$ cat src/sv/ept_pkg.sv
`default_nettype none
// ----------------------------------------------------------------------------
// ept_pkg: shared types and constants of the encoder position tracker
// Request and configuration structures, register indexes, limit bit
// positions and reset values used by the top level and its front, queue and back parts.
// ----------------------------------------------------------------------------
package ept_pkg;

    localparam int RAW_MAX_BITS = 32;
    localparam int WRAP_BITS    = 16;
    localparam int QUEUE_DEPTH  = 4;
    localparam int QPTR_BITS    = 2;
    localparam int LEFT_BASE    = 3;

    localparam logic KIND_ENCODER = 1'b0;
    localparam logic KIND_PORT    = 1'b1;

    localparam logic CARD_RIGHT = 1'b0;
    localparam logic CARD_LEFT  = 1'b1;

    localparam int LIMIT_SHOULDER_BIT = 2;
    localparam int LIMIT_ELBOW_BIT    = 3;

    localparam logic [7:0] REG_WRAP_THRESHOLD = 8'd0;
    localparam logic [7:0] REG_INVERT_MASK    = 8'd1;
    localparam logic [7:0] REG_HOME_SHOULDER  = 8'd2;
    localparam logic [7:0] REG_HOME_ELBOW     = 8'd3;

    localparam logic [15:0] WRAP_THRESHOLD_RESET = 16'd62000;
    localparam logic [5:0]  INVERT_MASK_RESET    = 6'd2;
    localparam logic [23:0] HOME_SHOULDER_RESET  = 24'd194460;
    localparam logic [23:0] HOME_ELBOW_RESET     = 24'd136246;
    localparam logic [7:0]  PORT_RESET           = 8'hFF;

    typedef struct packed {
        logic                    kind;
        logic                    chan_ok;
        logic [2:0]              channel;
        logic                    card;
        logic [RAW_MAX_BITS-1:0] raw;
        logic [7:0]              port;
    } cmd_t;

    typedef struct packed {
        logic [15:0] wrap_threshold;
        logic [5:0]  invert_mask;
        logic [23:0] home_shoulder;
        logic [23:0] home_elbow;
    } cfg_t;

endpackage
`default_nettype wire

$ cat src/sv/encoder_position_tracker_homing.sv
`default_nettype none
// ----------------------------------------------------------------------------
// encoder_position_tracker_homing: six-joint encoder tracker with homing
// Extends raw encoder counts by wrap counting, applies direction and homing
// offset, reports position and velocity, and re-homes joints on limit bytes.
// ----------------------------------------------------------------------------
// The block takes one request per clock while s_ready is high and returns
// one result per request, in order, each after one front register, the
// queue and three back stages. Each part of a channel's state is read and
// written in a single back stage, so requests for the same channel may
// follow each other in consecutive cycles. Configuration is written through
// cfg_wr_en, cfg_index and cfg_wdata; the user must do so only while no
// request is in flight (not enforced). Writes to unknown indexes are dropped.
module encoder_position_tracker_homing #(
    parameter int NUM_CHANNELS  = 6,
    parameter int COUNTER_BITS  = 16,
    parameter int POSITION_BITS = 32
) (
    input  wire logic                       aclk,
    input  wire logic                       aresetn,
    input  wire logic                       s_valid,
    output logic                            s_ready,
    input  wire logic                       s_kind,
    input  wire logic [2:0]                 s_channel,
    input  wire logic                       s_card,
    input  wire logic [COUNTER_BITS-1:0]    s_raw_count,
    input  wire logic [7:0]                 s_port_bits,
    output logic                            m_valid,
    input  wire logic                       m_ready,
    output logic [2:0]                      m_out_channel,
    output logic signed [POSITION_BITS-1:0] m_position,
    output logic signed [POSITION_BITS-1:0] m_velocity,
    output logic                            m_homed,
    input  wire logic                       cfg_wr_en,
    input  wire logic [7:0]                 cfg_index,
    input  wire logic [23:0]                cfg_wdata
);
    import ept_pkg::*;

    cfg_t cfg_reg;
    cmd_t front_cmd;
    cmd_t queue_cmd;
    logic front_valid;
    logic front_ready;
    logic queue_valid;
    logic queue_ready;

    always_ff @(posedge aclk) begin
        if (!aresetn) begin
            cfg_reg.wrap_threshold <= WRAP_THRESHOLD_RESET;
            cfg_reg.invert_mask    <= INVERT_MASK_RESET;
            cfg_reg.home_shoulder  <= HOME_SHOULDER_RESET;
            cfg_reg.home_elbow     <= HOME_ELBOW_RESET;
        end else if (cfg_wr_en) begin
            unique case (cfg_index)
                REG_WRAP_THRESHOLD: begin
                    cfg_reg.wrap_threshold <= cfg_wdata[15:0];
                end
                REG_INVERT_MASK: begin
                    cfg_reg.invert_mask <= cfg_wdata[5:0];
                end
                REG_HOME_SHOULDER: begin
                    cfg_reg.home_shoulder <= cfg_wdata;
                end
                REG_HOME_ELBOW: begin
                    cfg_reg.home_elbow <= cfg_wdata;
                end
                default: begin
                end
            endcase
        end
    end

    ept_front #(
        .NUM_CHANNELS (NUM_CHANNELS),
        .COUNTER_BITS (COUNTER_BITS)
    ) u_front (
        .aclk        (aclk),
        .aresetn     (aresetn),
        .s_valid     (s_valid),
        .s_ready     (s_ready),
        .s_kind      (s_kind),
        .s_channel   (s_channel),
        .s_card      (s_card),
        .s_raw_count (s_raw_count),
        .s_port_bits (s_port_bits),
        .cmd_valid   (front_valid),
        .cmd_ready   (front_ready),
        .cmd         (front_cmd)
    );

    ept_queue u_queue (
        .aclk      (aclk),
        .aresetn   (aresetn),
        .in_valid  (front_valid),
        .in_ready  (front_ready),
        .in_cmd    (front_cmd),
        .out_valid (queue_valid),
        .out_ready (queue_ready),
        .out_cmd   (queue_cmd)
    );

    ept_back #(
        .NUM_CHANNELS  (NUM_CHANNELS),
        .COUNTER_BITS  (COUNTER_BITS),
        .POSITION_BITS (POSITION_BITS)
    ) u_back (
        .aclk          (aclk),
        .aresetn       (aresetn),
        .cfg           (cfg_reg),
        .cmd_valid     (queue_valid),
        .cmd_ready     (queue_ready),
        .cmd           (queue_cmd),
        .m_valid       (m_valid),
        .m_ready       (m_ready),
        .m_out_channel (m_out_channel),
        .m_position    (m_position),
        .m_velocity    (m_velocity),
        .m_homed       (m_homed)
    );

endmodule
`default_nettype wire

$ cat src/sv/ept_front.sv
`default_nettype none
// ----------------------------------------------------------------------------
// ept_front: request intake and classification
// Registers each accepted request, checks the channel range and packs the
// fields into a queue entry.
// ----------------------------------------------------------------------------
module ept_front #(
    parameter int NUM_CHANNELS = 6,
    parameter int COUNTER_BITS = 16
) (
    input  wire logic                    aclk,
    input  wire logic                    aresetn,
    input  wire logic                    s_valid,
    output logic                         s_ready,
    input  wire logic                    s_kind,
    input  wire logic [2:0]              s_channel,
    input  wire logic                    s_card,
    input  wire logic [COUNTER_BITS-1:0] s_raw_count,
    input  wire logic [7:0]              s_port_bits,
    output logic                         cmd_valid,
    input  wire logic                    cmd_ready,
    output ept_pkg::cmd_t                cmd
);
    import ept_pkg::*;

    logic cmd_valid_reg;
    cmd_t cmd_reg;
    logic accept;

    assign s_ready   = !cmd_valid_reg || cmd_ready;
    assign accept    = s_valid && s_ready;
    assign cmd_valid = cmd_valid_reg;
    assign cmd       = cmd_reg;

    always_ff @(posedge aclk) begin
        if (!aresetn) begin
            cmd_valid_reg <= 1'b0;
        end else if (accept) begin
            cmd_valid_reg <= 1'b1;
        end else if (cmd_ready) begin
            cmd_valid_reg <= 1'b0;
        end
    end

    always_ff @(posedge aclk) begin
        if (accept) begin
            cmd_reg.kind    <= s_kind;
            cmd_reg.chan_ok <= (32'(s_channel) < 32'(NUM_CHANNELS));
            cmd_reg.channel <= s_channel;
            cmd_reg.card    <= s_card;
            cmd_reg.raw     <= RAW_MAX_BITS'(s_raw_count);
            cmd_reg.port    <= s_port_bits;
        end
    end

endmodule
`default_nettype wire

$ cat src/sv/ept_queue.sv
`default_nettype none
// ----------------------------------------------------------------------------
// ept_queue: request queue between front and back
// Small first-in first-out buffer so that front and back stall independently.
// ----------------------------------------------------------------------------
module ept_queue (
    input  wire logic    aclk,
    input  wire logic    aresetn,
    input  wire logic    in_valid,
    output logic         in_ready,
    input  ept_pkg::cmd_t in_cmd,
    output logic         out_valid,
    input  wire logic    out_ready,
    output ept_pkg::cmd_t out_cmd
);
    import ept_pkg::*;

    cmd_t                 entry_reg [QUEUE_DEPTH];
    logic [QPTR_BITS-1:0] wr_ptr_reg;
    logic [QPTR_BITS-1:0] rd_ptr_reg;
    logic [QPTR_BITS:0]   count_reg;
    logic                 push;
    logic                 pop;

    assign in_ready  = (count_reg != (QPTR_BITS+1)'(QUEUE_DEPTH));
    assign out_valid = (count_reg != '0);
    assign out_cmd   = entry_reg[rd_ptr_reg];
    assign push      = in_valid && in_ready;
    assign pop       = out_valid && out_ready;

    always_ff @(posedge aclk) begin
        if (!aresetn) begin
            wr_ptr_reg <= '0;
            rd_ptr_reg <= '0;
            count_reg  <= '0;
        end else begin
            if (push) begin
                wr_ptr_reg <= wr_ptr_reg + 1'b1;
            end
            if (pop) begin
                rd_ptr_reg <= rd_ptr_reg + 1'b1;
            end
            if (push && !pop) begin
                count_reg <= count_reg + 1'b1;
            end else if (pop && !push) begin
                count_reg <= count_reg - 1'b1;
            end
        end
    end

    always_ff @(posedge aclk) begin
        if (push) begin
            entry_reg[wr_ptr_reg] <= in_cmd;
        end
    end

    a_count_bound: assert property (@(posedge aclk) disable iff (!aresetn)
        count_reg <= (QPTR_BITS+1)'(QUEUE_DEPTH))
        else $error("queue fill count above depth");

    a_count_push: assert property (@(posedge aclk) disable iff (!aresetn)
        push && !pop |=> count_reg == $past(count_reg) + 1'b1)
        else $error("queue fill count missed a push");

endmodule
`default_nettype wire

$ cat src/sv/ept_back.sv
`default_nettype none
// ----------------------------------------------------------------------------
// ept_back: count extension, offset correction and homing
// Stage one extends the raw count by the wrap counter and tracks limit bytes,
// stage two applies direction and homing offset or re-homes joints, stage
// three forms the velocity into the output register.
// ----------------------------------------------------------------------------
module ept_back #(
    parameter int NUM_CHANNELS  = 6,
    parameter int COUNTER_BITS  = 16,
    parameter int POSITION_BITS = 32
) (
    input  wire logic                     aclk,
    input  wire logic                     aresetn,
    input  ept_pkg::cfg_t                 cfg,
    input  wire logic                     cmd_valid,
    output logic                          cmd_ready,
    input  ept_pkg::cmd_t                 cmd,
    output logic                          m_valid,
    input  wire logic                     m_ready,
    output logic [2:0]                    m_out_channel,
    output logic signed [POSITION_BITS-1:0] m_position,
    output logic signed [POSITION_BITS-1:0] m_velocity,
    output logic                          m_homed
);
    import ept_pkg::*;

    localparam int CHW   = (NUM_CHANNELS > 1) ? $clog2(NUM_CHANNELS) : 1;
    localparam int DW    = ((COUNTER_BITS > WRAP_BITS) ? COUNTER_BITS : WRAP_BITS) + 2;
    localparam int EXT_W = POSITION_BITS + WRAP_BITS + COUNTER_BITS;
    localparam bit RIGHT_SH_OK = (NUM_CHANNELS > 0);
    localparam bit RIGHT_EL_OK = (NUM_CHANNELS > 1);
    localparam bit LEFT_SH_OK  = (NUM_CHANNELS > LEFT_BASE);
    localparam bit LEFT_EL_OK  = (NUM_CHANNELS > LEFT_BASE + 1);

    // channel state
    logic [COUNTER_BITS-1:0]  last_raw_reg      [NUM_CHANNELS];
    logic [WRAP_BITS-1:0]     wrap_count_reg    [NUM_CHANNELS];
    logic [POSITION_BITS-1:0] home_offset_reg   [NUM_CHANNELS];
    logic [POSITION_BITS-1:0] last_position_reg [NUM_CHANNELS];
    logic [7:0]               last_port_reg     [2];

    logic adv;

    // stage one
    logic [31:0]              ch_wide;
    logic [CHW-1:0]           ch_idx;
    logic [COUNTER_BITS-1:0]  raw1;
    logic                     enc1;
    logic                     port1;
    logic signed [DW-1:0]     diff;
    logic signed [DW-1:0]     thr;
    logic [WRAP_BITS-1:0]     wrap_cur;
    logic [WRAP_BITS-1:0]     wrap_next;
    logic [EXT_W-1:0]         ext_wide;
    logic [7:0]               mask8;
    logic                     changed;
    logic                     sh_ok;
    logic                     el_ok;

    logic                     p1_valid_reg;
    logic                     p1_kind_reg;
    logic                     p1_chan_ok_reg;
    logic [2:0]               p1_channel_reg;
    logic [CHW-1:0]           p1_idx_reg;
    logic [POSITION_BITS-1:0] p1_ext_reg;
    logic                     p1_inv_reg;
    logic                     p1_card_reg;
    logic                     p1_do_sh_reg;
    logic                     p1_do_el_reg;

    // stage two
    logic                     enc2;
    logic                     port2;
    logic [POSITION_BITS-1:0] ext_sel;
    logic [POSITION_BITS-1:0] pos_next;
    logic [31:0]              js_wide;
    logic [31:0]              je_wide;
    logic [CHW-1:0]           js;
    logic [CHW-1:0]           je;
    logic [POSITION_BITS-1:0] home_sh;
    logic [POSITION_BITS-1:0] home_el;
    logic [POSITION_BITS-1:0] sh_off_next;
    logic [POSITION_BITS-1:0] el_off_next;

    logic                     p2_valid_reg;
    logic [2:0]               p2_channel_reg;
    logic [POSITION_BITS-1:0] p2_pos_reg;
    logic [POSITION_BITS-1:0] p2_prev_reg;
    logic                     p2_homed_reg;

    // output register
    logic                     m_valid_reg;
    logic [2:0]               m_channel_reg;
    logic [POSITION_BITS-1:0] m_position_reg;
    logic [POSITION_BITS-1:0] m_velocity_reg;
    logic                     m_homed_reg;

    assign adv       = !m_valid_reg || m_ready;
    assign cmd_ready = adv;

    assign m_valid       = m_valid_reg;
    assign m_out_channel = m_channel_reg;
    assign m_position    = $signed(m_position_reg);
    assign m_velocity    = $signed(m_velocity_reg);
    assign m_homed       = m_homed_reg;

    always_comb begin
        ch_wide  = 32'(cmd.channel);
        ch_idx   = ch_wide[CHW-1:0];
        raw1     = cmd.raw[COUNTER_BITS-1:0];
        enc1     = cmd_valid && (cmd.kind == KIND_ENCODER) && cmd.chan_ok;
        port1    = cmd_valid && (cmd.kind == KIND_PORT);
        diff     = $signed(DW'(raw1)) - $signed(DW'(last_raw_reg[ch_idx]));
        thr      = $signed(DW'(cfg.wrap_threshold));
        wrap_cur = wrap_count_reg[ch_idx];
        if (diff < -thr) begin
            wrap_next = wrap_cur + 1'b1;
        end else if (diff > thr) begin
            wrap_next = wrap_cur - 1'b1;
        end else begin
            wrap_next = wrap_cur;
        end
        ext_wide = {{POSITION_BITS{wrap_next[WRAP_BITS-1]}}, wrap_next, raw1};
        mask8    = {2'b00, cfg.invert_mask};
        changed  = (cmd.port != last_port_reg[cmd.card]);
        sh_ok    = (cmd.card == CARD_LEFT) ? LEFT_SH_OK : RIGHT_SH_OK;
        el_ok    = (cmd.card == CARD_LEFT) ? LEFT_EL_OK : RIGHT_EL_OK;
    end

    always_ff @(posedge aclk) begin
        if (!aresetn) begin
            for (int i = 0; i < NUM_CHANNELS; i++) begin
                last_raw_reg[i]   <= '0;
                wrap_count_reg[i] <= '0;
            end
            last_port_reg[0] <= PORT_RESET;
            last_port_reg[1] <= PORT_RESET;
        end else if (adv) begin
            if (enc1) begin
                last_raw_reg[ch_idx]   <= raw1;
                wrap_count_reg[ch_idx] <= wrap_next;
            end
            if (port1) begin
                last_port_reg[cmd.card] <= cmd.port;
            end
        end
    end

    always_ff @(posedge aclk) begin
        if (!aresetn) begin
            p1_valid_reg <= 1'b0;
        end else if (adv) begin
            p1_valid_reg <= cmd_valid;
        end
    end

    always_ff @(posedge aclk) begin
        if (adv && cmd_valid) begin
            p1_kind_reg    <= cmd.kind;
            p1_chan_ok_reg <= cmd.chan_ok;
            p1_channel_reg <= cmd.channel;
            p1_idx_reg     <= ch_idx;
            p1_ext_reg     <= ext_wide[POSITION_BITS-1:0];
            p1_inv_reg     <= mask8[cmd.channel];
            p1_card_reg    <= cmd.card;
            p1_do_sh_reg   <= port1 && changed && !cmd.port[LIMIT_SHOULDER_BIT] && sh_ok;
            p1_do_el_reg   <= port1 && changed && !cmd.port[LIMIT_ELBOW_BIT] && el_ok;
        end
    end

    always_comb begin
        enc2     = p1_valid_reg && (p1_kind_reg == KIND_ENCODER) && p1_chan_ok_reg;
        port2    = p1_valid_reg && (p1_kind_reg == KIND_PORT);
        ext_sel  = p1_inv_reg ? ~p1_ext_reg : p1_ext_reg;
        pos_next = ext_sel - home_offset_reg[p1_idx_reg] + POSITION_BITS'(p1_inv_reg);
        js_wide  = (p1_card_reg == CARD_LEFT) ? 32'(LEFT_BASE) : 32'd0;
        je_wide  = js_wide + 32'd1;
        js       = js_wide[CHW-1:0];
        je       = je_wide[CHW-1:0];
        home_sh  = POSITION_BITS'(cfg.home_shoulder);
        home_el  = POSITION_BITS'(cfg.home_elbow);
        if (p1_card_reg == CARD_LEFT) begin
            sh_off_next = home_offset_reg[js] + last_position_reg[js] - home_sh;
            el_off_next = home_offset_reg[je] + last_position_reg[je] - home_el;
        end else begin
            sh_off_next = home_offset_reg[js] + last_position_reg[js] + home_sh;
            el_off_next = home_offset_reg[je] + last_position_reg[je] + home_el;
        end
    end

    always_ff @(posedge aclk) begin
        if (!aresetn) begin
            for (int i = 0; i < NUM_CHANNELS; i++) begin
                home_offset_reg[i]   <= '0;
                last_position_reg[i] <= '0;
            end
        end else if (adv) begin
            if (enc2) begin
                last_position_reg[p1_idx_reg] <= pos_next;
            end
            if (port2 && p1_do_sh_reg) begin
                home_offset_reg[js] <= sh_off_next;
            end
            if (port2 && p1_do_el_reg) begin
                home_offset_reg[je] <= el_off_next;
            end
        end
    end

    always_ff @(posedge aclk) begin
        if (!aresetn) begin
            p2_valid_reg <= 1'b0;
        end else if (adv) begin
            p2_valid_reg <= p1_valid_reg;
        end
    end

    always_ff @(posedge aclk) begin
        if (adv && p1_valid_reg) begin
            p2_channel_reg <= (p1_kind_reg == KIND_ENCODER) ? p1_channel_reg : 3'd0;
            p2_pos_reg     <= enc2 ? pos_next : '0;
            p2_prev_reg    <= enc2 ? last_position_reg[p1_idx_reg] : '0;
            p2_homed_reg   <= port2 && (p1_do_sh_reg || p1_do_el_reg);
        end
    end

    always_ff @(posedge aclk) begin
        if (!aresetn) begin
            m_valid_reg <= 1'b0;
        end else if (adv) begin
            m_valid_reg <= p2_valid_reg;
        end
    end

    always_ff @(posedge aclk) begin
        if (adv && p2_valid_reg) begin
            m_channel_reg  <= p2_channel_reg;
            m_position_reg <= p2_pos_reg;
            m_velocity_reg <= p2_pos_reg - p2_prev_reg;
            m_homed_reg    <= p2_homed_reg;
        end
    end

    a_homed_still: assert property (@(posedge aclk) disable iff (!aresetn)
        m_valid_reg && m_homed_reg |-> m_position_reg == '0 && m_velocity_reg == '0
            && m_channel_reg == 3'd0)
        else $error("port result carries motion");

    a_out_source: assert property (@(posedge aclk) disable iff (!aresetn)
        $rose(m_valid_reg) |-> $past(p2_valid_reg))
        else $error("result without a request in the last stage");

    a_rehome_port: assert property (@(posedge aclk) disable iff (!aresetn)
        p1_valid_reg && (p1_do_sh_reg || p1_do_el_reg) |-> p1_kind_reg == KIND_PORT)
        else $error("re-home flagged on an encoder request");

endmodule
`default_nettype wire

$ cat config.mk
export PLATFORM = sky130hd
export DESIGN_NAME = encoder_position_tracker_homing
export DESIGN_NICKNAME = d
export VERILOG_FILES = /design/src/sv/ept_pkg.sv /design/src/sv/encoder_position_tracker_homing.sv /design/src/sv/ept_front.sv /design/src/sv/ept_queue.sv /design/src/sv/ept_back.sv
export SDC_FILE = /design/constraint.sdc
export NUM_CORES = 2
export LEC_CHECK = 0
export BUFFER_PORTS_ARGS = -buffer_cell sky130_fd_sc_hd__buf_2
export CAP_MARGIN = 20
export CORE_AREA = 2 2 355 357
export CTS_CLUSTER_SIZE = 24
export DETAILED_ROUTE_END_ITERATION = 7
export DIE_AREA = 0 0 357 359
export GPL_TIMING_DRIVEN = 1
export PLACE_DENSITY = 0.79
export SLEW_MARGIN = 40
export SYNTH_ARGS = -nofsm -noshare
export SYNTH_HDL_FRONTEND = slang
export SYNTH_SLANG_ARGS = --single-unit
$ cat constraint.sdc
create_clock -name aclk -period 6.5 [get_ports aclk]
set_input_delay 0.975 -clock aclk [delete_from_list [all_inputs] [get_ports aclk]]
set_output_delay 0.975 -clock aclk [all_outputs]
set_load 0.01 [all_outputs]
Word level (Yosys, flattened, before mapping)
Memory sizes are Yosys's and may differ from the RTL's. A register that Yosys moved wholly into a read port is not among the register bits.
Index checks and enable logic that the tools add are counted.

cells by class
  multiplexer cells = 56
  magnitude comparators = 4
  reduce and logical (&&, ||, !) cells = 43
  eq/ne operators = 5
  bitwise operators = 3
  add/subtract/negate cells = 18

operators by type and width
  cell                   count
  $mux 32                6
  $reduce_or 32->1       3
  $add 32x24->32         2
  $add 32x32->32         2
  $mux 16                4
  $sub 32x24->32         2
  $sub 32x32->32         2
  $mux 1                 33
  $add 32x1->32          1
  $not 32->32            1
  $reduce_or 16->1       2
  $mux 3                 8
  $logic_and 1x1->1      19
  $gt 18x17->1           1
  $lt 18x18->1           1
  $neg 16->18            1
  $sub 16x16->17         1
  $add 16x1->16 const B  1
  $eq 8x2->1 const B     2
  $sub 16x1->16 const B  1
  $eq 8x1->1 const B     1
  $logic_not 8->1        1
  $mux 8                 1
  $ne 8x8->1             1
  other kinds (15)       32

storage, ports and cells
  register bits = 256
  logic and storage cells = 167
  memories = 6
  RAM bits = 712
  bits of input ports = 66

memory list
  memory                    depth  width  read ports  clocked after memory_dff  write ports  RTL line         text
  u_back.home_offset_reg    6      32     3           1                         6            ept_back.sv:39   logic [POSITION_BITS-1:0] home_offset_reg [NUM_CHANNELS];
  u_back.last_position_reg  6      32     3           1                         6            ept_back.sv:40   logic [POSITION_BITS-1:0] last_position_reg [NUM_CHANNELS];
  u_queue.entry_reg         4      30     1           1                         1            ept_queue.sv:18  cmd_t entry_reg [QUEUE_DEPTH];
  u_back.last_raw_reg       6      16     1           0                         6            ept_back.sv:37   logic [COUNTER_BITS-1:0] last_raw_reg [NUM_CHANNELS];
  u_back.wrap_count_reg     6      16     1           0                         6            ept_back.sv:38   logic [WRAP_BITS-1:0] wrap_count_reg [NUM_CHANNELS];
  u_back.last_port_reg      2      8      1           0                         2            ept_back.sv:41   logic [7:0] last_port_reg [2];

Longest topological paths before layout
  depth in word-level cells = 9
  mapped depth = 33

Cells and area by module
From an unflattened synthesis, not the netlist that was laid out.

second synthesis, totals
  cell total of the unflattened synthesis = 4731
  area, all modules = 63837.5 um^2

by module, submodules not included
  module                           area each (um^2)  cells each  sequential area each (um^2)  times used
  ept_back                         52733.1           4119        28977.8                      1
  ept_queue                        7195.7            288         5705.5                       1
  encoder_position_tracker_homing  2822.7            271         1401.3                       1
  ept_front                        1086.0            53          920.9                        1

Worst setup path after synthesis
No wires, ideal clock.

  kind = reg-to-reg
  start = register (tool-made name)
  end = memory u_back.wrap_count_reg[5][14] (data pin)
  stages on the path, launching flop included = 33
  data required time = 6227 ps
  setup time = 273 ps
  buffers on the path = 6
  arrival time = 6889 ps
  setup slack = -662 ps
  clock period less this slack = 7162 ps
  path through = dfxtp_1 buf_6 mux2i_1 nand2_1 o21ai_4 inv_2 buf_6 buf_2 buf_4 buf_1 buf_1 mux4_2 mux2i_1 ha_1 nor2b_1 o21ai_0 a21boi_0 o41ai_1 o21ai_0 o41ai_1 o21bai_1 a21oi_1 xnor2_1 ha_1 nand4_1 nor4_1 o21ai_0 nand3_1 nand4_1 or4_4 a221oi_4 xor2_2 nor2_1

RTL lines
  element    RTL line
  to (decl)  ept_back.sv:38

==> impl_metrics.py <==
metrics = {
    "outcome": {
        "status": "finished clean",
    },
    "route": {
        "drt_wl_total_microns": 162000,
        "vias": 42000,
        "vias_per_cell": 6.06,
        "drt_iter0_drc": 4906,
        "met3RoutedLength_microns": 16100,
        "firstDrtPassIters": 7,
        "top_layer": "met5",
        "met1_length_microns": 63200,
        "drc": 0,
        "wl_per_cell_microns": 23.3,
        "wl_met2_microns": 76200,
        "drtAntennaViolNets": 0,
    },
    "clock_network": {
        "clock-sinks": 1197,
        "htreeDepth": 3,
        "numCtsBuffers": 118,
        "cts_tree": "built",
        "clk_path_buf_depth": 3,
        "clk_pin_slew_worst_paths_ns": 0.07,
        "clock_latency_ns": 0.76,
        "root_buffer": "clkbuf_16",
        "cts_hold_buf": 0,
    },
    "floorplan": {
        "die_x_microns": 357,
        "die_area_sq_um": 128000,
        "num_rows": 130,
        "die_h_microns": 359,
        "design.core.area_sq_um": 125000,
        "num_io_pins": 136,
        "initial_core_util": 0.496,
    },
    "global_routing": {
        "antenna_found_initial": 5,
        "grt_pass1_wl_microns": 242000,
        "overflow": 0,
        "grt_pass1_vias": 41400,
        "track_usage": 0.248,
        "grt_max_degree": 95,
    },
    "worst_setup_path": {
        "cpMaxStageDelayCell": "mux4_4",
        "crit_required_ns": 6.94,
        "crit_arrival_ns": 6.67,
        "ff2ff_setup_slack_ns": 0.27,
        "path_cells": "mux4_4 -> mux4_2 -> mux2i_1 -> ha_1 -> nor2b_1 -> o21ai_1 -> a21boi_2 -> o41ai_4 -> o21ai_2 -> o41ai_4 -> o21bai_1 -> a21oi_1 -> xnor2_1 -> ha_1 -> nand4_1 -> nor4_4 -> o21ai_2 -> nand3_4 -> nand4_1 -> or4_4 -> buf_4 -> a21oi_1 -> xnor2_2 -> nor2_1",
        "critical-path-max-stage-delay_ns": 0.69,
        "path_max_fanout": 7,
        "path_class": "flip-flop to flip-flop",
        "critPathTopFamily": "compound AO/OA/AOI/OAI gates",
        "critPathCaptureType": "flip-flop",
        "path_buf_inv": 1,
        "cp-start-kind": "flip-flop",
    },
    "synth": {
        "ys_seq_area_frac": 0.567,
        "synth_cell_types": 90,
        "syn-instance-count": 4866,
        "syn_area_sq_um": 61800,
        "yosysWarnings": 0,
        "synth_top_area_share": 0.540,
        "synthTopCellsByArea": "edfxtp_1, mux4_2, ha_1, nor2_1, dfxtp_1",
        "synthArstFlopShare": 0,
        "synth.largest_area_cell": "edfxtp_1",
        "synth-edff-count": 1111,
        "synthFlopType": "edfxtp_1",
        "syn_avg_cell_area_sq_um": 12.7,
        "ys_seq_elements": 1197,
    },
    "place": {
        "dp.cells": 6705,
        "pre_cts_ws_ns": -0.0458,
        "gp_congestion": 0.953,
        "dp_hpwl_microns": 113000,
        "portBuffers": 135,
    },
    "timing": {
        "finalHoldViolCount": 0,
        "period_share": 0.958,
        "fin_setup_tns_ns": 0,
        "slew_headroom": 0.408,
        "max_freq_mhz": 161,
        "setup_viol": 0,
        "clock_skew_ns": 0.0381,
        "final.min_clock_period_ns": 6.23,
        "drv_slew": 0,
        "worst_slew_pin_slew_ns": 0.880,
        "setup_ws_ns": 0.271,
    },
    "final_layout": {
        "fill_cells": 9772,
        "syn_to_final_growth_pct": 13.1,
        "final_cell_mix": "edfxtp_1, nor2_1, nand2_1",
        "final_cells": 6941,
        "layout_commonest_cell": "edfxtp_1",
        "layout-drive-gt1-share": 0.171,
        "finalNetCount": 5534,
    },
    "hold_path": {
        "hold_path_class": "primary input to flip-flop",
    },
    "job": {
        "maxCapViolCount": 0,
    },
}
[path summary, 6_finish.rpt]
path	start	end	cells after the start
max	u_queue.entry_reg[3][25]	u_back.wrap_count_reg[7][10]	24
max reg2reg	u_queue.entry_reg[3][25]	u_back.wrap_count_reg[7][10]	24
min reg2reg	u_back.p2_channel_reg[2]	u_back.m_out_channel[2]	0
min	s_kind	u_front.cmd[45]	1
[worst register-to-register path: cells and delay by family (launching register included)]
family	cells	cell delay (ns)
buffers and inverters	1	0.17
AOI/OAI and AO/OA	9	1.64
and+or+nand+nor	7	1.44
xor gates and xnor gates	2	0.35
adders and majority gates	2	0.58
muxes	3	1.35
DFF	1	0.37
[timing repair]
item	4_1_cts	5_1_grt
setup buffers	2	6
pin swaps	3	4
gates cloned	0	1
gates resized for setup	2	25
endpoints found under the setup margin	30	125
[Yosys cell counts, types with 112 or more instances]
cell      number
a21oi_1      238
clkbuf_1     163
edfxtp_1    1111
ha_1         276
inv_1        180
mux2_2       124
mux2i_1      158
mux4_2       190
nand2_1      321
nor2_1       597
o21ai_0      112
xnor2_1      177
[per-layer routing]
layer | vias up | global-route usage
met1 | 20700 | 0.329
met5 | - | 0
met4 | 4 | 0.0886
li1 | 18800 | -
met2 | 2177 | 0.404
met3 | 394 | 0.0508
[kinds of logic after synthesis]
family | after synthesis | synth area share
AOI/OAI and AO/OA | 746 | 0.0792
adders and majority gates | 284 | 0.0584
DFF | 1197 | 0.567
xor gates and xnor gates | 285 | 0.0407
and+or+nand+nor | 1482 | 0.111
muxes | 474 | 0.118
other | 1 | 0.0000606
buffers and inverters | 397 | 0.0252
[layout make-up]
| class | count | area [sq um] | share of cell area |
|---|---|---|---|
| Clock inverter | 78 | 811 | 0.0116 |
| Sequential cell | 1197 | 35100 | 0.502 |
| Timing Repair Buffer | 317 | 2280 | 0.0326 |
| Inverter | 182 | 687 | 0.00982 |
| Antenna cell | 4 | 10.0 | 0.000143 |
| Tap cell | 1650 | 2060 | 0.0295 |
| Clock buffer | 145 | 3110 | 0.0444 |
| Multi-Input combinational cell | 3368 | 25900 | 0.370 |
[metrics by stage]
stage	util	cell area (sq um)	hold slack (ns)
after floorplan	-	62300	0.400
after global placement	0.527	65700	0.407
after detailed placement	0.528	65800	0.405
after CTS	0.559	69700	0.348
after global routing	0.561	69900	0.349
final	0.561	69900	0.387
Power is not shown: default switching activity piles up to over one toggle a cycle in this logic, so the estimate is an artifact.
